<file path="src/isfd_pkg.sv">
// ============================================================================
// isfd_pkg: shared types and constants for the serial frame deframer
// Holds the sync byte value, byte width and the packed result beat layout.
// ============================================================================
`timescale 1ns / 1ps

package isfd_pkg;

  localparam int unsigned BYTE_W = 8;
  localparam int unsigned WORD_W = 16;

  // Sync value that opens every frame
  localparam logic [BYTE_W-1:0] SYNC_BYTE = 8'h55;

  typedef logic [BYTE_W-1:0] byte_t;

  // Result beat, first member in the highest bits: frame_type lands in [7:0]
  typedef struct packed {
    logic [WORD_W-1:0] word_three;
    logic [WORD_W-1:0] word_two;
    logic [WORD_W-1:0] word_one;
    logic [WORD_W-1:0] word_zero;
    byte_t             frame_type;
  } result_t;

  // Per-cell control from the window controller
  typedef struct packed {
    logic en;     // input beat accepted this cycle
    logic sel;    // this cell sits at the fill position
    logic shift;  // slide the window left by one byte
  } cell_ctl_t;

endpackage

</file>
<file path="src/isfd_cell.sv">
// ============================================================================
// isfd_cell: one byte slot of the frame window
// Takes the incoming byte at the fill position and hands its byte to the
// left neighbor when the window slides.
// ============================================================================
`timescale 1ns / 1ps

module isfd_cell (
  input  logic                clk,
  input  isfd_pkg::byte_t     rx_byte,
  input  isfd_pkg::cell_ctl_t ctl,
  input  isfd_pkg::byte_t     nbr_byte,   // written byte of the right neighbor
  output isfd_pkg::byte_t     wr_byte     // this slot after the incoming write
);

  isfd_pkg::byte_t slot;

  // Show the slot as it stands once the incoming byte is placed
  assign wr_byte = ctl.sel ? rx_byte : slot;

  // Shift in the neighbor's byte, or capture the incoming byte
  always_ff @(posedge clk) begin
    if (ctl.en && ctl.shift) begin
      slot <= nbr_byte;
    end else if (ctl.en && ctl.sel) begin
      slot <= rx_byte;
    end
  end

endmodule

</file>
<file path="src/isfd_out_buf.sv">
// ============================================================================
// isfd_out_buf: registered output with a skid slot
// Holds one result beat for the downstream side and parks one more, so the
// upstream ready is a register and never waits on the downstream ready.
// ============================================================================
`timescale 1ns / 1ps

module isfd_out_buf (
  input  logic                  clk,
  input  logic                  rst,
  input  logic                  in_valid,
  input  isfd_pkg::result_t     in_data,
  output logic                  in_ready,
  output logic                  out_valid,
  input  logic                  out_ready,
  output isfd_pkg::result_t     out_data
);

  logic              skid_valid;
  isfd_pkg::result_t skid_data;
  logic              take_in;
  logic              out_free;

  assign in_ready = !skid_valid;
  assign take_in  = in_valid && !skid_valid;
  assign out_free = !out_valid || out_ready;

  // Track occupancy of the output and skid slots
  always_ff @(posedge clk) begin
    if (rst) begin
      out_valid  <= 1'b0;
      skid_valid <= 1'b0;
    end else if (take_in) begin
      if (out_free) begin
        out_valid <= 1'b1;
      end else begin
        skid_valid <= 1'b1;
      end
    end else if (out_free) begin
      out_valid  <= skid_valid;
      skid_valid <= 1'b0;
    end
  end

  // Move payload along with the occupancy
  always_ff @(posedge clk) begin
    if (take_in) begin
      if (out_free) begin
        out_data <= in_data;
      end else begin
        skid_data <= in_data;
      end
    end else if (out_free && skid_valid) begin
      out_data <= skid_data;
    end
  end

endmodule

</file>
<file path="src/imu_serial_frame_deframer_unit.sv">
// ============================================================================
// imu_serial_frame_deframer_unit: sync-byte deframer with additive checksum
// Collects serial bytes in a row of byte cells, hunts for the 0x55 sync,
// checks the modulo-256 sum and emits type byte plus four 16-bit words.
//
//   channel  | dir | tdata fields (low bit up)                  | tuser
//   s_axis   | in  | rx_byte[7:0]                               | -
//   m_axis   | out | word_zero, word_one, word_two, word_three  | frame_type
//
// One byte is taken every cycle while s_axis_tready is high; the window cells,
// fill count and running checksum all settle in the cycle of the beat.
// A good frame shows on m_axis the cycle after its checksum byte when the
// output slot is free or draining; otherwise it waits in the skid slot.
// Reset clears the fill count, the running sum and the output slots; the
// byte cells keep whatever they hold.
// s_axis_tready drops only while both output slots hold unclaimed results.
// ============================================================================
`timescale 1ns / 1ps

module imu_serial_frame_deframer_unit #(
  parameter int unsigned FRAME_LEN = 11
) (
  input  logic        clk,
  input  logic        rst,
  input  logic        s_axis_tvalid,
  output logic        s_axis_tready,
  input  logic [7:0]  s_axis_tdata,   // [7:0] rx_byte
  output logic        m_axis_tvalid,
  input  logic        m_axis_tready,
  output logic [63:0] m_axis_tdata,   // [15:0] word_zero, [31:16] word_one,
                                      // [47:32] word_two, [63:48] word_three
  output logic [7:0]  m_axis_tuser    // [7:0] frame_type
);

  localparam int unsigned FILL_W    = $clog2(FRAME_LEN + 1);
  localparam int unsigned OUT_BYTES = 10;

  isfd_pkg::byte_t     rx_byte;
  isfd_pkg::byte_t     wr_bytes [FRAME_LEN];
  isfd_pkg::byte_t     frm_bytes [OUT_BYTES];
  isfd_pkg::cell_ctl_t ctl [FRAME_LEN];

  logic [FILL_W-1:0]   fill_count;
  logic [FILL_W-1:0]   fill_count_next;
  logic [FILL_W-1:0]   fill_inc;
  isfd_pkg::byte_t     sum_acc;
  isfd_pkg::byte_t     sum_acc_next;

  logic                accept;
  logic                no_sync;
  logic                full;
  logic                slide;
  logic                emit;
  logic                buf_ready;
  isfd_pkg::result_t   result;
  isfd_pkg::result_t   out_res;

  assign rx_byte       = s_axis_tdata;
  assign s_axis_tready = buf_ready;
  assign accept        = s_axis_tvalid && buf_ready;

  // Row of byte cells, each handing its byte to the left neighbor
  for (genvar i = 0; i < FRAME_LEN; i++) begin : g_cell
    assign ctl[i].en    = accept;
    assign ctl[i].sel   = (fill_count == FILL_W'(i));
    assign ctl[i].shift = slide;

    if (i == FRAME_LEN - 1) begin : g_last
      isfd_cell u_cell (
        .clk      (clk),
        .rx_byte  (rx_byte),
        .ctl      (ctl[i]),
        .nbr_byte (wr_bytes[i]),
        .wr_byte  (wr_bytes[i])
      );
    end else begin : g_mid
      isfd_cell u_cell (
        .clk      (clk),
        .rx_byte  (rx_byte),
        .ctl      (ctl[i]),
        .nbr_byte (wr_bytes[i+1]),
        .wr_byte  (wr_bytes[i])
      );
    end
  end

  // Decide slide, wait or emit from the window after the incoming write
  always_comb begin
    fill_inc        = fill_count + FILL_W'(1);
    no_sync         = (wr_bytes[0] != isfd_pkg::SYNC_BYTE);
    full            = (fill_inc == FILL_W'(FRAME_LEN));
    slide           = 1'b0;
    emit            = 1'b0;
    fill_count_next = fill_inc;
    sum_acc_next    = sum_acc + rx_byte;
    if (no_sync || (full && (sum_acc != rx_byte))) begin
      slide           = 1'b1;
      fill_count_next = fill_count;
      sum_acc_next    = sum_acc + rx_byte - wr_bytes[0];
    end else if (full) begin
      emit            = 1'b1;
      fill_count_next = '0;
      sum_acc_next    = '0;
    end
  end

  // Hold the fill count and the running sum of the held bytes
  always_ff @(posedge clk) begin
    if (rst) begin
      fill_count <= '0;
      sum_acc    <= '0;
    end else if (accept) begin
      fill_count <= fill_count_next;
      sum_acc    <= sum_acc_next;
    end
  end

  // Pick frame bytes; bytes from the checksum position on read as zero
  for (genvar k = 0; k < OUT_BYTES; k++) begin : g_frm
    if (k < FRAME_LEN - 1) begin : g_real
      assign frm_bytes[k] = wr_bytes[k];
    end else begin : g_zero
      assign frm_bytes[k] = '0;
    end
  end

  assign result.frame_type = frm_bytes[1];
  assign result.word_zero  = {frm_bytes[3], frm_bytes[2]};
  assign result.word_one   = {frm_bytes[5], frm_bytes[4]};
  assign result.word_two   = {frm_bytes[7], frm_bytes[6]};
  assign result.word_three = {frm_bytes[9], frm_bytes[8]};

  isfd_out_buf u_out_buf (
    .clk       (clk),
    .rst       (rst),
    .in_valid  (accept && emit),
    .in_data   (result),
    .in_ready  (buf_ready),
    .out_valid (m_axis_tvalid),
    .out_ready (m_axis_tready),
    .out_data  (out_res)
  );

  // Split the result beat into the word data and the type sideband
  assign m_axis_tdata = {out_res.word_three, out_res.word_two,
                         out_res.word_one, out_res.word_zero};
  assign m_axis_tuser = out_res.frame_type;

endmodule

</file>
<file path="config.mk">
export PLATFORM = sky130hd
export DESIGN_NAME = imu_serial_frame_deframer_unit
export DESIGN_NICKNAME = d
export VERILOG_FILES = /design/src/isfd_pkg.sv /design/src/isfd_cell.sv /design/src/isfd_out_buf.sv /design/src/imu_serial_frame_deframer_unit.sv
export SDC_FILE = /design/constraint.sdc
export NUM_CORES = 1
export LEC_CHECK = 0
export BUFFER_PORTS_ARGS = -buffer_cell sky130_fd_sc_hd__buf_2
export CORE_MARGIN = 2
export CORE_UTILIZATION = 30
export CTS_BUF_LIST = sky130_fd_sc_hd__clkbuf_8
export CTS_CLUSTER_SIZE = 24
export DETAILED_ROUTE_END_ITERATION = 10
export PLACE_DENSITY = 0.43
export SLEW_MARGIN = 20
export SYNTH_ARGS = -nofsm -noshare
export SYNTH_HDL_FRONTEND = slang
export SYNTH_HIERARCHICAL = 1
export SYNTH_SLANG_ARGS = --single-unit
</file>
<file path="constraint.sdc">
create_clock -name clk -period 8.7 [get_ports clk]
set_input_delay 0.435 -clock clk [delete_from_list [all_inputs] [get_ports clk]]
set_output_delay 0.435 -clock clk [all_outputs]
set_load 0.01 [all_outputs]
</file>
== Yosys cells after proc, flatten, opt, wreduce, memory -nomap -nowiden ==
Index checks and enable logic that the tools add are counted.
Storage, ports and cells
  register bits after elaboration: 246
  output and inout bits: 74
  logic and storage cells: 132
Operators by class
  add/subtract/negate cells: 3
  equality and inequality tests: 15
  mux-type cells: 48
  bitwise logic cells: 2
  reduce and logical (&&, ||, !) cells: 39
Operators by type and width (number)
  2-to-1 mux 8 bit: 35
  2-to-1 mux 72 bit: 3
  nonzero test 2 bit: 13
  logical AND 1 bit: 17
  equality test 4 x 3 -> 1 bit (second input constant): 4
  equality test 4 bit (second input constant): 4
  2-to-1 mux 1 bit: 9
  adder 8 bit: 1
  equality test 4 x 2 -> 1 bit (second input constant): 2
  != test 8 x 7 -> 1 bit (second input constant): 1
  != test 8 bit: 1
  AND reduction 2 bit: 4
  subtractor 8 bit: 1
  adder 4 x 1 -> 4 bit (second input constant): 1
  equality test 4 x 1 -> 1 bit (second input constant): 1
  zero test 4 bit: 1
  2-to-1 mux 4 bit: 1
  != test 2 bit (second input constant): 2
  zero test 1 bit: 2
  logical OR 1 bit: 2
  NOT 1 bit: 2

== Logic depth before layout (Yosys ltp) ==
Gate-level depths: netlist of run 1.
  depth after elaboration: 9
  depth in mapped cells: 18

== Modules after synthesis ==
The synthesis of run 1 kept the hierarchy.
By module, submodules not included
  isfd_out_buf: instances 1, cells each 238, area an instance 5671.7 um^2, seq. area each 4364.2 um^2
  isfd_cell: instances 11, cells each 27, area an instance 439.2 um^2, seq. area each 240.2 um^2
  imu_serial_frame_deframer_unit: instances 1, cells each 184, area an instance 1526.5 um^2, seq. area each 240.2 um^2

== Worst setup path before layout of run 1 ==
Ideal clock, no wire load.
  path kind: register to register
  start point: register fill_count[0]
  end point: register u_out_buf/out_data[0] in the netlist's numbering (enable)
  setup time: 0.609 ns
  arrival time: 8.987 ns
  required time: 8.091 ns
  path slack: -0.896 ns
  cell stages (with the launch flop): 17
  clock period less this slack: 9.596 ns
  path through: dfxtp_1 inv_1 ha_1 and2_1 buf_2 mux2_2 nand4b_4 nor4_4 o21ai_2 buf_6 nor3_1 nand2b_4 buf_12 buf_12 inv_1 ha_1 a211oi_1
RTL lines
  start, declared: line imu_serial_frame_deframer_unit.sv:43  | logic [FILL_W-1:0] fill_count;
  start signal, assigned: line imu_serial_frame_deframer_unit.sv:113  | fill_count <= fill_count_next;
  end signal, assigned: line isfd_out_buf.sv:49  | out_data <= in_data;
  end signal, assigned: line isfd_out_buf.sv:54  | out_data <= skid_data;
  end, declared: line isfd_out_buf.sv:16  | output isfd_pkg::result_t out_data

==> results of run 1 <==
[kinds of logic (layout without fill, tap and decap cells)]
family                     Yosys count  in the layout
muxes                              248            248
DFF                                246            246
and+or+nand+nor                     87             87
AOI/OAI and AO/OA                   59             59
buffers and inverters               47            192
adders and majority gates           21             21
xor gates and xnor gates            11             11
[final cells by class]
cell class                      instances  area, um^2
Clock buffer                           47         647
Clock inverter                         33         186
Fill cell                            3864       25900
Inverter                               22        82.6
Multi-Input combinational cell        426        4480
Sequential cell                       246        7250
Tap cell                              525         657
Timing Repair Buffer                   90         463
[sequential cells by signal, indices dropped and copies added (netlist names)]
| signal | count |
|---|---|
| g_cell.g_mid.u_cell/slot | 80 |
| u_out_buf/out_data | 72 |
| u_out_buf/skid_data | 72 |
| g_cell.g_last.u_cell/slot | 8 |
| sum_acc | 8 |
| fill_count | 4 |
| u_out_buf/out_valid | 1 |
| u_out_buf/skid_valid | 1 |
[per-layer routing]
layer	global-route usage (%)	part of all wire, %	routed length [um]
met1	17.0	46	12200
met2	21.2	47	12400
met3	2.87	4.4	1170
met4	4.11	2.4	624
met5	0	0	0
[worst max path at each step]
stage / startpoint / end / slack (ns)
CTS: fill_count[0] / u_out_buf/out_data[29] / 3.60
global route: fill_count[0] / u_out_buf/out_data[6] / 3.19
floorplan: fill_count[0] / u_out_buf/out_data[0] / 2.14
detailed placement: fill_count[0] / u_out_buf/out_data[29] / 3.61
global placement: fill_count[0] / u_out_buf/out_data[22] / 3.74
finish: fill_count[0] / u_out_buf/out_data[6] / 3.63
[synth_stat cells, types with 2 or more instances]
cell / count / area share (%)
sky130_fd_sc_hd__inv_1: 22 / 0.69
sky130_fd_sc_hd__nor3_1: 10 / 0.42
sky130_fd_sc_hd__nand3_1: 4 / 0.17
sky130_fd_sc_hd__nor2b_1: 2 / 0.10
sky130_fd_sc_hd__dfxtp_1: 14 / 2.3
sky130_fd_sc_hd__mux2_2: 179 / 17
sky130_fd_sc_hd__fa_1: 2 / 0.33
sky130_fd_sc_hd__nand4_1: 3 / 0.16
sky130_fd_sc_hd__nor2_1: 14 / 0.44
sky130_fd_sc_hd__edfxtp_1: 232 / 58
sky130_fd_sc_hd__o31ai_1: 2 / 0.12
sky130_fd_sc_hd__a221oi_1: 3 / 0.22
sky130_fd_sc_hd__and2_1: 11 / 0.57
sky130_fd_sc_hd__clkbuf_1: 3 / 0.094
sky130_fd_sc_hd__ha_1: 19 / 2.0
sky130_fd_sc_hd__o21ai_0: 3 / 0.12
sky130_fd_sc_hd__and3_1: 2 / 0.10
sky130_fd_sc_hd__or4_1: 2 / 0.12
sky130_fd_sc_hd__buf_12: 8 / 1.3
sky130_fd_sc_hd__nor3_2: 5 / 0.42
sky130_fd_sc_hd__o21a_1: 12 / 0.75
sky130_fd_sc_hd__o21ai_1: 3 / 0.12
sky130_fd_sc_hd__xor2_1: 4 / 0.29
sky130_fd_sc_hd__a21o_1: 5 / 0.31
sky130_fd_sc_hd__buf_6: 2 / 0.19
sky130_fd_sc_hd__nand2_2: 11 / 0.57
sky130_fd_sc_hd__nand2_1: 8 / 0.25
sky130_fd_sc_hd__o21bai_1: 2 / 0.12
sky130_fd_sc_hd__buf_2: 11 / 0.46
sky130_fd_sc_hd__xnor2_1: 6 / 0.44
sky130_fd_sc_hd__nand2b_1: 3 / 0.16
sky130_fd_sc_hd__nand3b_1: 2 / 0.12
sky130_fd_sc_hd__a21oi_1: 15 / 0.62
sky130_fd_sc_hd__a211oi_1: 2 / 0.12
sky130_fd_sc_hd__a221oi_2: 4 / 0.50
sky130_fd_sc_hd__mux2_4: 69 / 8.6
[worst register-to-register path: cells and delay by family, from the launching register on]
kind	cells	cell delay [ns]
buf+inv	4	0.88
flops	1	0.36
simple gates	5	1.68
mux	1	0.38
compound gates	2	0.21
fa+ha+maj	2	1.05
[where the power goes]
group	internal (mW)	switching (mW)
Sequential	1.34	0.0143
Clock	0.557	0.477
Combinational	0.157	0.210
Total	2.05	0.701
[stage by stage]
step / hold slack [ns] / util, %
2_1_floorplan: 0.472 / -
3_3_place_gp: 0.495 / 32.6
3_5_place_dp: 0.491 / 32.6
4_1_cts: 0.240 / 34.7
5_1_grt: 0.260 / 34.7
6_report: 0.288 / 34.7
==> impl_summary.md, run 1 <==
Status
The flow ran to the end, and the final reports show no timing, DRC or antenna violations.

Clock network
The number of hold buffers added after CTS is 0. After clock tree synthesis, the clock-pin slew on the worst setup and hold paths is 0.06 ns. In this run the post-CTS setup repair buffer count came out at 0. In this run, post-CTS repair resized a total of 0 instances. The tree is rooted in a sky130_fd_sc_hd__clkbuf_8. The number of clock buffers inserted by TritonCTS is 45. The maximum buffer depth of the clock tree is 3.

The TritonCTS clock tree is done. The clock latency on the worst-skew pair is roughly 0.56 ns. For this design, the sink count on the clock tree is 246. The count of H-tree levels built during CTS is 2.

Drt
In the routed layout, each cell is associated on average with a via count of about 4.6. The iteration-0 DRC count of the detailed router is 253. In this run the remaining antenna-violating nets after routing total 0.

The detail-routed net length per standard cell is 19.0 um. The first-pass detailed-route iteration total is 4. The final layout contains routed wiring with a total length of 26.4 mm. The final routed DRC violation total is 0. Across all layers, the routed design uses between 6000 and 7000 vias.

Setup path
The critical path endpoint category is a flop. The signal on the critical path passes through inv_1 -> ha_1 -> and2_1 -> mux2_2 -> inv_1 -> nand4b_4 -> nor4_4 -> o21ai_4 -> nor3_1 -> nand2b_4 -> inv_1 -> ha_4 -> a211oi_4 -> buf_4. The kind of cell with the highest combined delay along the critical path is simple AND/OR/NAND/NOR gates. Among all stages on the critical path, the largest delay is contributed by sky130_fd_sc_hd__ha_4. Of all nets on the critical path, the largest fanout is 73. The worst register-to-register path ends at u_out_buf/out_data[6]. STA classifies the critical path startpoint as a flop.

The setup check on the worst reg-to-reg path leaves a slack of between 3 and 4 ns. STA puts the critical path data required time at about 9 ns. In this design, the stage delay of the slowest critical-path cell is 0.87 ns. The endpoint arrival time on the critical path is 5.23 ns. The depth of the worst register-to-register path is 14. The critical path's most frequent cell is sky130_fd_sc_hd__inv_1. The number of buffers and inverters on the critical path is 4. The path length in cells of the critical path is 14. The critical path in this run is classified as flop to flop.

The startpoint identified for the worst register-to-register timing path is fill_count[0].

Place
Summed over all nets, the half-perimeter wirelength after detailed placement is about 17 mm. The count of buffers inserted at the top-level ports is 85. At the end of routability-driven placement, the weighted congestion stood at 0.770. The cell total after placement is 1309. The minimum setup slack after placement is 3.61 ns. The post-place instance area is 0.0129 mm^2.

Synth
The synthesized netlist devotes 3.79% of its cell area to compound gates. Summing every instance area after synthesis gives 0.0120 mm^2. After synthesis the netlist holds a flip-flop and latch count of 246.

For this run, the leading register cell type out of synthesis is sky130_fd_sc_hd__edfxtp_1. The dominant combinational cell family by area after synthesis is multiplexers. After synthesis, the netlist uses 56 different library cells. The cell count after synthesis is 719. After Yosys synthesis, and, or, nand and nor cells account for roughly 4.6% of the synthesized area.

The adder-cell share of the synthesized area is between 2 and 2.5%. Of the total synthesized cell area, the portion taken by XOR and XNOR cells is 0.863%. For this run, asynchronously set or reset flops after synthesis account for 0%. For this run, the register share of the synthesized area comes to 60.2%.

When the netlist entered floorplanning its net count stood at ~750. Measured against the total synthesized area, the mux share comes to 25.4%. The number of warnings reported in the yosys synthesis log is 6.

The number of enable flip-flop cells after synthesis is 232. The mean area per synthesized cell is 16.7 um^2.

Final layout
The total number of nets in the final design is about 860. The post-route standard cell area excluding fillers is 0.0138 mm^2. The layout overhead on the synthesized area is 14.4%.

In the layout the commonest cells are sky130_fd_sc_hd__edfxtp_1 (232), sky130_fd_sc_hd__mux2_2 (179), sky130_fd_sc_hd__buf_2 (85), sky130_fd_sc_hd__mux2_4 (69), sky130_fd_sc_hd__clkbuf_8 (47). The post-route netlist has 49.1% of its cells at a drive strength greater than 1. The filler-free cell count of the finished design is 1389.

The most common library cell in the layout ignoring fill and taps is sky130_fd_sc_hd__edfxtp_1. The number of antenna cells inserted is 0.

Run
Across the run, the number of max-cap violations was 0.

Power
Summed over all cells, the static leakage comes to 5.10 nW. Dividing total power by cell area gives a power density of roughly 200 mW/mm^2. The total design power is 2.75 mW. IR analysis of the VDD net gives a maximum drop of around 0.000079 V.

Timing
Setup repair after global routing left no endpoint under its margin. The final worst slack is 3.63 ns. The fmax is 197 MHz. The max-slew violation count is 0.

The total negative slack is 0 ns. For the final database, setup skew stands at between 0.015 and 0.02 ns. The worst path uses 58.3% of the clock period. At the pin with the least slew margin, the transition time is 1.08 ns. The final-report setup violation count is 0. Headroom to the max-slew limit came out at 27.8%. The final critical delay including setup and external delays is a little over 5 ns. The number of endpoints with negative hold slack in the final report was 0.

Die
The number of primary I/O pins is 86. The number of rows in the core area is 73. The floorplan step defined a die boundary enclosing 0.0417 mm^2. The die extent in y is 204 um. The die outline width is approximately 200 um. The total area inside the core boundary comes to slightly below 0.04 mm^2. The initial cell density of the core is 30.3%.

Worst hold path
The startpoint identified for the worst hold timing path is rst. The worst hold path passes through 2 cells. The min-delay analysis places its worst path in the category input port to flop.

The worst-case hold path end point is u_out_buf/skid_valid.

Global routing
Entering global routing, the biggest net connects 74 pins. The global-route wire length before repair is 41.6 mm. The via count of the first global-routing pass was 6913. The overall global routing resource usage is 12.9%. The initial antenna violation count is 0.

The residual overflow from global routing is 0.
(Power assumes the default switching activity.)
==> run 2: changes to the inputs <==
Settings changed: ABC_AREA set to 1.
Clock period 8.7 ns to 4.5 ns, I/O delays scaled along.
==> run 2 against run 1 <==
Net effect:
- die area up 1.3%
- global-route usage rose by 2.5 points
- combinational power up 100%
- setup slack lost 3.1 ns
- wire length grew 22%
- critical path type unchanged
- largest cell class unchanged
- largest power group unchanged
==> impl_summary.md, run 2 <==
Synth
Among all flip-flop cells after synthesis, the most frequent one is sky130_fd_sc_hd__edfxtp_1. The synthesized netlist net count is 1337 (+78%). In the post-synthesis netlist, the biggest area contributors are sky130_fd_sc_hd__edfxtp_1 (57%), sky130_fd_sc_hd__nand2_1 (17%), sky130_fd_sc_hd__nand3_1 (4.1%), sky130_fd_sc_hd__o21ai_0 (3.9%), sky130_fd_sc_hd__inv_1 (3.8%).

The number of warnings reported in the yosys synthesis log is 6 (unchanged). The post-synthesis cell type with the largest combined area is sky130_fd_sc_hd__edfxtp_1. The fraction of registers with async set or reset after synthesis was 0% (unchanged). The share of the synthesized area in the top cell type is 57.1% (-0.77 points). The number of distinct standard cells referenced by the synthesized netlist came to 36 (-36%). The commonest cells after synthesis are sky130_fd_sc_hd__nand2_1 (554), sky130_fd_sc_hd__edfxtp_1 (232), sky130_fd_sc_hd__inv_1 (125), sky130_fd_sc_hd__nand3_1 (99), sky130_fd_sc_hd__o21ai_0 (95).

The mean area per synthesized cell is 9.35 um^2 (-44%). The proportion of synthesized chip area in sequential cells was 59.4% (-0.80 points). Yosys instantiated no cell more often than sky130_fd_sc_hd__nand2_1.

The synthesized flop and latch total is 246 (unchanged). The cell area after synthesis is 0.0122 mm^2 (+1.3%). The number of enable flip-flop cells after synthesis was 232 (unchanged). The cell count after synthesis was 1304 (+81%).

Timing
The worst clock skew is 0.0291 ns (+0.0109 ns). Setup repair after global routing left no endpoint under its margin. The total negative slack is 0 ns (unchanged). The share of the cycle needed by the critical path after routing came to 87.6% (+29 points). The number of endpoints with negative hold slack in the final report came to 0 (unchanged).

The fmax was 254 MHz (+29%). The final-report setup violation count came to 0 (unchanged). The max-slew violation count came to 0 (unchanged). The post-route worst hold slack is 0.121 ns (-0.168 ns). The relative max-transition margin is 23.5% (-4.2 points).

The slew at the pin with the worst max-slew slack was 1.14 ns (+0.0594 ns). The final critical delay including setup and external delays is 3.94 ns (-1.13 ns).

Final layout
The layout overhead on the synthesized area is 14.4% (about the same). The total number of nets in the final design is 1450 (+68%). The library cells used most frequently in the layout, excluding fill and tap cells, are sky130_fd_sc_hd__nand2_1 (554), sky130_fd_sc_hd__edfxtp_1 (232), sky130_fd_sc_hd__inv_1 (133), sky130_fd_sc_hd__nand3_1 (99), sky130_fd_sc_hd__o21ai_0 (95).

The number of antenna cells inserted is 0 (unchanged). The most flop-heavy register is g_cell.g_mid.u_cell/slot. The library cell used most frequently in the layout, excluding fill and tap cells, is sky130_fd_sc_hd__nand2_1. The largest registers in the layout are g_cell.g_mid.u_cell/slot x80, u_out_buf/out_data x72, u_out_buf/skid_data x72. The filler-free cell count of the finished design is 1969 (+42%). The post-route standard cell area excluding fillers is 0.0139 mm^2 (+1.3%). The share of layout cells above drive strength 1 is 15.2% (-34 points). The number of flip-flops under the largest register name is 80 (unchanged).

Setup path
The reg-to-reg setup timing slack is 0.56 ns (-3.07 ns). The data required time of the worst path is 4.73 ns (-4.13 ns). The number of buffers and inverters on the critical path is 8 (+4). STA classifies the critical path endpoint as a flop. The critical path goes through inv_1 -> ha_1 -> inv_1 -> nor2_1 -> buf_4 -> o21ai_0 -> nand2_1 -> nor3_2 -> nand4_1 -> nand2_2 -> nand2_4 -> inv_2 -> nand2_1 -> inv_1 -> nand2_4 -> inv_4 -> ha_4 -> buf_4 -> buf_4. The slowest stage cell on the critical path is sky130_fd_sc_hd__buf_4. The worst setup path is launched from a flop. By startpoint and endpoint, the worst setup path is classified as flop to flop. The endpoint arrival time on the critical path is 4.17 ns (-1.06 ns). The maximum fanout along the worst path is 43 (-41%).

The maximum single-stage delay on the critical path is 0.57 ns (-0.30 ns). The kind of cell adding the most delay to the critical path is buffers and inverters.

Die
The die extent in y is 206 um (+0.66%). The area of the core is 0.0399 mm^2 (+0.69%). The number of rows in the core area came to 73 (unchanged).

The die outline area is 0.0423 mm^2 (+1.3%). The initial cell density of the core is 30.5% (+0.20 points). The die outline width is 206 um (+0.66%). The number of primary I/O pins was 86 (unchanged).

Worst hold path
In this run the worst hold path is classified as input port to flop.

Power
The worst ir drop on vdd came to 0.000191 V (+140%). The leakage power was 6.03 nW (+18%). The total power density per cell area is 388 mW/mm^2 (+94%).

The total design power came to 5.42 mW (+97%).

Status
The run finished with clean final reports.

Global routing
The overall global routing resource usage is 15.5% (+2.5 points). The via count of the first global-routing pass was 8601 (+24%). The residual overflow from global routing is 0 (unchanged).

The largest net degree at the start of global routing was 81 (+9.5%). The initial antenna violation count is 1 (+1). The global-route wire length before repair came to 50.0 mm (+20%).

Drt
The residual antenna-violating net count after detailed routing was 0 (unchanged). The number of vias after detailed routing is 8907 (+39%). The via-per-instance ratio is 4.52 (-1.6%). The detail-routed net length per standard cell is 16.4 um (-14%). The final routed DRC violation total is 0 (unchanged). The first-pass detailed-route iteration total is 5 (+1). The wire length reported by the detailed router is 32.3 mm (+22%). The iteration-0 DRC count of the detailed router was 738 (+190%).

Clock network
The clock latency on the worst-skew pair is 0.63 ns (+0.07 ns). The number of clock buffers inserted by TritonCTS was 46 (+2.2%). The maximum buffer depth of the clock tree is 3 (unchanged). The quantity of gates resized following cts is 0 (unchanged). The root buffer cell chosen for the clock tree is sky130_fd_sc_hd__clkbuf_8.

The clock sink count is 246 (unchanged). TritonCTS built the clock tree. The count of H-tree levels built during CTS is 2 (unchanged). The clock-pin transition on the worst setup and hold timing paths was 0.06 ns (about the same).

Place
The post-place instance area was 0.0131 mm^2 (+1.2%). The count of buffers inserted at the top-level ports is 85 (unchanged). The post-detailed-placement half-perimeter wirelength is 20.1 mm (+16%). The routability congestion estimate from global placement came to 0.804 (+4.4%). The cell total after placement is 1890 (+44%).

Run
The max capacitance violation total is 0 (unchanged).
==> run 2: cell count changes after synthesis, moves of 10 or more <==
cell,previous run,this run
sky130_fd_sc_hd__o21ai_0,3,95
sky130_fd_sc_hd__nand3_1,4,99
sky130_fd_sc_hd__mux2_2,179,0
sky130_fd_sc_hd__buf_4,1,22
sky130_fd_sc_hd__nand2_1,8,554
sky130_fd_sc_hd__o21a_1,12,0
sky130_fd_sc_hd__mux2_4,69,0
sky130_fd_sc_hd__and2_1,11,0
sky130_fd_sc_hd__inv_1,22,125
sky130_fd_sc_hd__buf_6,2,18
sky130_fd_sc_hd__nand2_2,11,21
sky130_fd_sc_hd__nor2_1,14,25
==> run 2: logic make-up after synthesis <==
| kind of cell | Yosys count | share of synthesized area (%) |
|---|---|---|
| fa+ha+maj | 21 | 2.28 |
| mux | 1 | 0.0821 |
| flops | 246 | 59.4 |
| compound gates | 121 | 5.17 |
| xor+xnor | 11 | 0.852 |
| simple gates | 726 | 24.8 |
| buf+inv | 178 | 7.37 |
==> run 2: final cells by class <==
cell class,instances,area (um^2)
clock buffer,46,633
clock inverter,29,190
fill,4118,26000
inverter,130,492
multi-input combinational,881,4080
sequential,246,7250
tap,525,657
timing repair buffer,112,646
==> run 2: final timing paths <==
path                                         end  depth (start not counted)                   start
setup / recovery         u_out_buf/skid_data[69]                         19           fill_count[1]
hold / removal    g_cell[2].g_mid.u_cell/slot[7]                          3         s_axis_tdata[7]
setup reg to reg         u_out_buf/skid_data[69]                         19           fill_count[1]
hold reg to reg            u_out_buf/out_data[5]                          2  u_out_buf/skid_data[5]
==> run 2: worst register-to-register path: cells and delay by family (launching register included) <==
family | cells | cell delay [ns]
buffers and inverters | 8 | 1.57
AO/OA/AOI/OAI | 1 | 0.32
AND/OR/NAND/NOR | 8 | 0.90
adder cells (fa/ha/maj) | 2 | 0.31
flip-flops | 1 | 0.40
==> run 2: layer usage <==
metal	part of all wire [%]	global-route usage (%)
met2	42	22.8
met1	50	22.6
met3	5.2	2.91
met5	0.034	0
met4	2.2	5.55
==> run 2: through the flow <==
stage	setup slack, ns	utilization (%)
6_report	0.560	34.9
5_1_grt	0.204	34.9
4_1_cts	0.205	34.9
3_5_place_dp	0.0202	32.8
3_3_place_gp	0.118	32.8
2_1_floorplan	0.110	-
==> run 2: repair_timing <==
item / CTS / global route
pin swaps: 1 / 1
endpoints found under the hold margin: 7 / 0
gates cloned: 1 / 0
buffers inserted: 0 / 1
setup endpoints to repair: 4 / 40
hold buffers: 2 / 0
==> run 2: report_power, final <==
group          switching (mW)  internal [mW]  total [mW]
Clock                   0.978           1.07        2.04
Sequential             0.0281           2.60        2.62
Combinational           0.499          0.250       0.749
==> run 3: changes to the inputs <==
Settings changed: CELL_PAD_IN_SITES_DETAIL_PLACEMENT set to 0, CELL_PAD_IN_SITES_GLOBAL_PLACEMENT set to 2, CORE_UTILIZATION 30 to 35, PLACE_DENSITY 0.43 to 0.73.
==> run 3 against run 2 <==
Net effect:
- sequential share of layout area increased by 0.43 points
- clock power fell by 4%
- final cell count down 3.6%
- critical endpoint is now u_out_buf/out_data[32]
- largest power group unchanged
==> impl_summary.md, run 3 (same netlist as run 2, synthesis figures left out) <==
Place
The post-detailed-placement half-perimeter wirelength is 19.2 mm (-4.7%). The post-place instance area is 0.0130 mm^2 (-0.65%). The minimum setup slack after placement is 0.837 ns (+0.816 ns). The routability congestion estimate from global placement is 0.761 (-5.4%).

The count of buffers inserted at the top-level ports came to 85 (unchanged).

Timing
The number of endpoints with negative hold slack in the final report is 0 (unchanged). The relative max-transition margin came to 31.5% (+8.0 points). The fmax is 275 MHz (+8.2%). The post-route worst hold slack is 0.128 ns (+0.00741 ns). The worst clock skew came to 0.0303 ns (+0.00127 ns).

Setup repair after global routing left no endpoint under its margin. The total negative slack is 0 ns (unchanged). The slew at the pin with the worst max-slew slack is 1.02 ns (-0.119 ns). The final-report setup violation count is 0 (unchanged). The final worst slack was 0.860 ns (+0.299 ns). The final critical delay including setup and external delays was 3.64 ns (-0.299 ns).

The share of the cycle needed by the critical path after routing came to 80.9% (-6.7 points). The max-slew violation count came to 0 (unchanged).

Clock network
The clock sink count is 246 (unchanged). The maximum buffer depth of the clock tree is 3 (unchanged). The number of clock buffers inserted by TritonCTS is 46 (unchanged). The number of hold buffers added after CTS is 2 (unchanged).

The post-CTS setup-driven buffer insertion count is 0 (unchanged). The quantity of gates resized following cts is 0 (unchanged). The clock-pin transition on the worst setup and hold timing paths is 0.06 ns (about the same). The count of H-tree levels built during CTS came to 2 (unchanged). TritonCTS built the clock tree. The clock latency on the worst-skew pair is 0.57 ns (-0.06 ns). The clock root buffer is sky130_fd_sc_hd__clkbuf_8.

Final layout
The most flop-heavy register is g_cell.g_mid.u_cell/slot. The most common library cell in the layout ignoring fill and taps is sky130_fd_sc_hd__nand2_1. In the final layout, the registers with the most flip-flops are g_cell.g_mid.u_cell/slot x80, u_out_buf/out_data x72, u_out_buf/skid_data x72.

The number of flip-flops under the largest register name is 80 (unchanged). The area growth from synthesis to layout is 13.4%. The share of layout cells above drive strength 1 is 15.1% (-0.069 points). The post-route standard cell area excluding fillers was 0.0138 mm^2 (-0.82%). The library cells used most frequently in the layout, excluding fill and tap cells, are sky130_fd_sc_hd__nand2_1 (554), sky130_fd_sc_hd__edfxtp_1 (232), sky130_fd_sc_hd__inv_1 (135), sky130_fd_sc_hd__nand3_1 (99), sky130_fd_sc_hd__o21ai_0 (95).

The number of antenna cells inserted is 0 (unchanged). The total number of nets in the final design is 1445 (-0.34%).

Power
The sequential share of power is 49.4% (+1.0 points). The worst ir drop on vdd is 0.000157 V (-18%). The internal portion of total power is 3.84 mW (-1.7%). The logic gate share of total power was 13.9% (about the same).

The total power density per cell area is 384 mW/mm^2 (-1.1%). The switching component of the power is 1.47 mW (-2.2%). The fraction of power spent switching nets is 27.7% (-0.086 points).

The leakage power is 6.01 nW (-0.39%). The part of the power in the clock network was 36.8% (-0.9 points). The total design power is 5.31 mW (-1.9%).

Worst hold path
The worst hold path belongs to the class input port to flop.

Die
The die outline area was 0.0363 mm^2 (-14%). The area of the core came to 0.0345 mm^2 (-14%). The initial cell density of the core is 35.4% (+4.8 points). The die outline width is 191 um (-7.3%). The die extent in y is 191 um (-7.3%). The number of rows in the core area is 68 (-6.8%).

The number of primary I/O pins is 86 (unchanged).

Drt
The number of vias after detailed routing was 8823 (-0.94%). The detail-routed net length per standard cell is 16.2 um (-0.83%). The first-pass detailed-route iteration total is 5 (unchanged). The wire length reported by the detailed router is 30.8 mm (-4.4%). The final routed DRC violation total came to 0 (unchanged). The iteration-0 DRC count of the detailed router is 538 (-27%). The via-per-instance ratio is 4.65 (+2.7%). The residual antenna-violating net count after detailed routing is 0 (unchanged).

Global routing
The global-route wire length before repair is 48.8 mm (-2.3%). The initial antenna violation count is 0 (-1). The via count of the first global-routing pass was 8543 (-0.67%). The residual overflow from global routing was 0 (unchanged).

The overall global routing resource usage was 17.4% (+1.9 points). The largest net degree at the start of global routing came to 121 (+49%).

Setup path
The startpoint type of the worst setup path is a flop. The maximum fanout along the worst path is 72 (+67%). The start-to-end type of the worst setup path is flop to flop. The endpoint arrival time on the critical path was 4.05 ns (-0.12 ns).

The data required time of the worst path is 4.91 ns (+0.18 ns). The worst setup path is captured at a flop.

Status
The run finished with clean final reports.

Run
The max capacitance violation total is 0 (unchanged).
run 3: worst paths after layout:
kind | slack (ns) | end | startpoint | depth (start not counted)
worst max-delay path | 0.86 | u_out_buf/out_data[32] | fill_count[0] | 19
worst min-delay path | 0.13 | g_cell[0].g_mid.u_cell/slot[2] | s_axis_tdata[2] | 3
worst min register to register | 0.51 | fill_count[3] | fill_count[3] | 2
worst max register to register | 0.86 | u_out_buf/out_data[32] | fill_count[0] | 19
run 3: through the flow:
step	std cells	utilization [%]
after floorplan	1304	-
after global placement	1817	37.7
after detailed placement	1817	37.7
after CTS	1899	40.1
after global routing	1899	40.1
final	1899	40.1
run 3: power by group through the flow:
stage                     logic [mW]  registers [mW]  clock network (mW)
final                          0.737            2.62                1.95
after global placement         0.740            2.67                   0
after CTS                      0.746            2.62                2.03
after global routing           0.844            2.63                2.12
after floorplan                0.534            2.66                   0
after detailed placement       0.739            2.67                   0
run 3: per-layer routing:
layer,wire (um),vias to the layer above,track usage [%]
li1,-,4512,-
met1,15400,4049,25.3
met2,13300,204,26.3
met3,1490,58,3.00
met4,738,0,5.52
met5,0,-,0
run 3: final cells by class:
type                       count  area (um^2)
fill                        3524        20600
sequential                   246         7250
multi-input combinational    880         4070
clock buffer                  49          674
timing repair buffer         108          641
tap                          455          569
inverter                     130          492
clock inverter                31          131
run 3: worst max-delay path, cell delays in order, from the launching register on:
cell and delay (ns):
sky130_fd_sc_hd__dfxtp_1 0.41, sky130_fd_sc_hd__inv_1 0.11, sky130_fd_sc_hd__ha_1 0.20, sky130_fd_sc_hd__inv_1 0.10
sky130_fd_sc_hd__nor2_1 0.06, sky130_fd_sc_hd__buf_4 0.17, sky130_fd_sc_hd__o21ai_0 0.38, sky130_fd_sc_hd__nand4_1 0.20
sky130_fd_sc_hd__nor3_2 0.20, sky130_fd_sc_hd__nand4_1 0.13, sky130_fd_sc_hd__nand2_2 0.14, sky130_fd_sc_hd__nand2_4 0.07
sky130_fd_sc_hd__inv_2 0.05, sky130_fd_sc_hd__nand2_1 0.04, sky130_fd_sc_hd__inv_1 0.14, sky130_fd_sc_hd__nand2_4 0.08
sky130_fd_sc_hd__inv_4 0.06, sky130_fd_sc_hd__buf_4 0.66, sky130_fd_sc_hd__nand2_1 0.13, sky130_fd_sc_hd__nand2_1 0.11
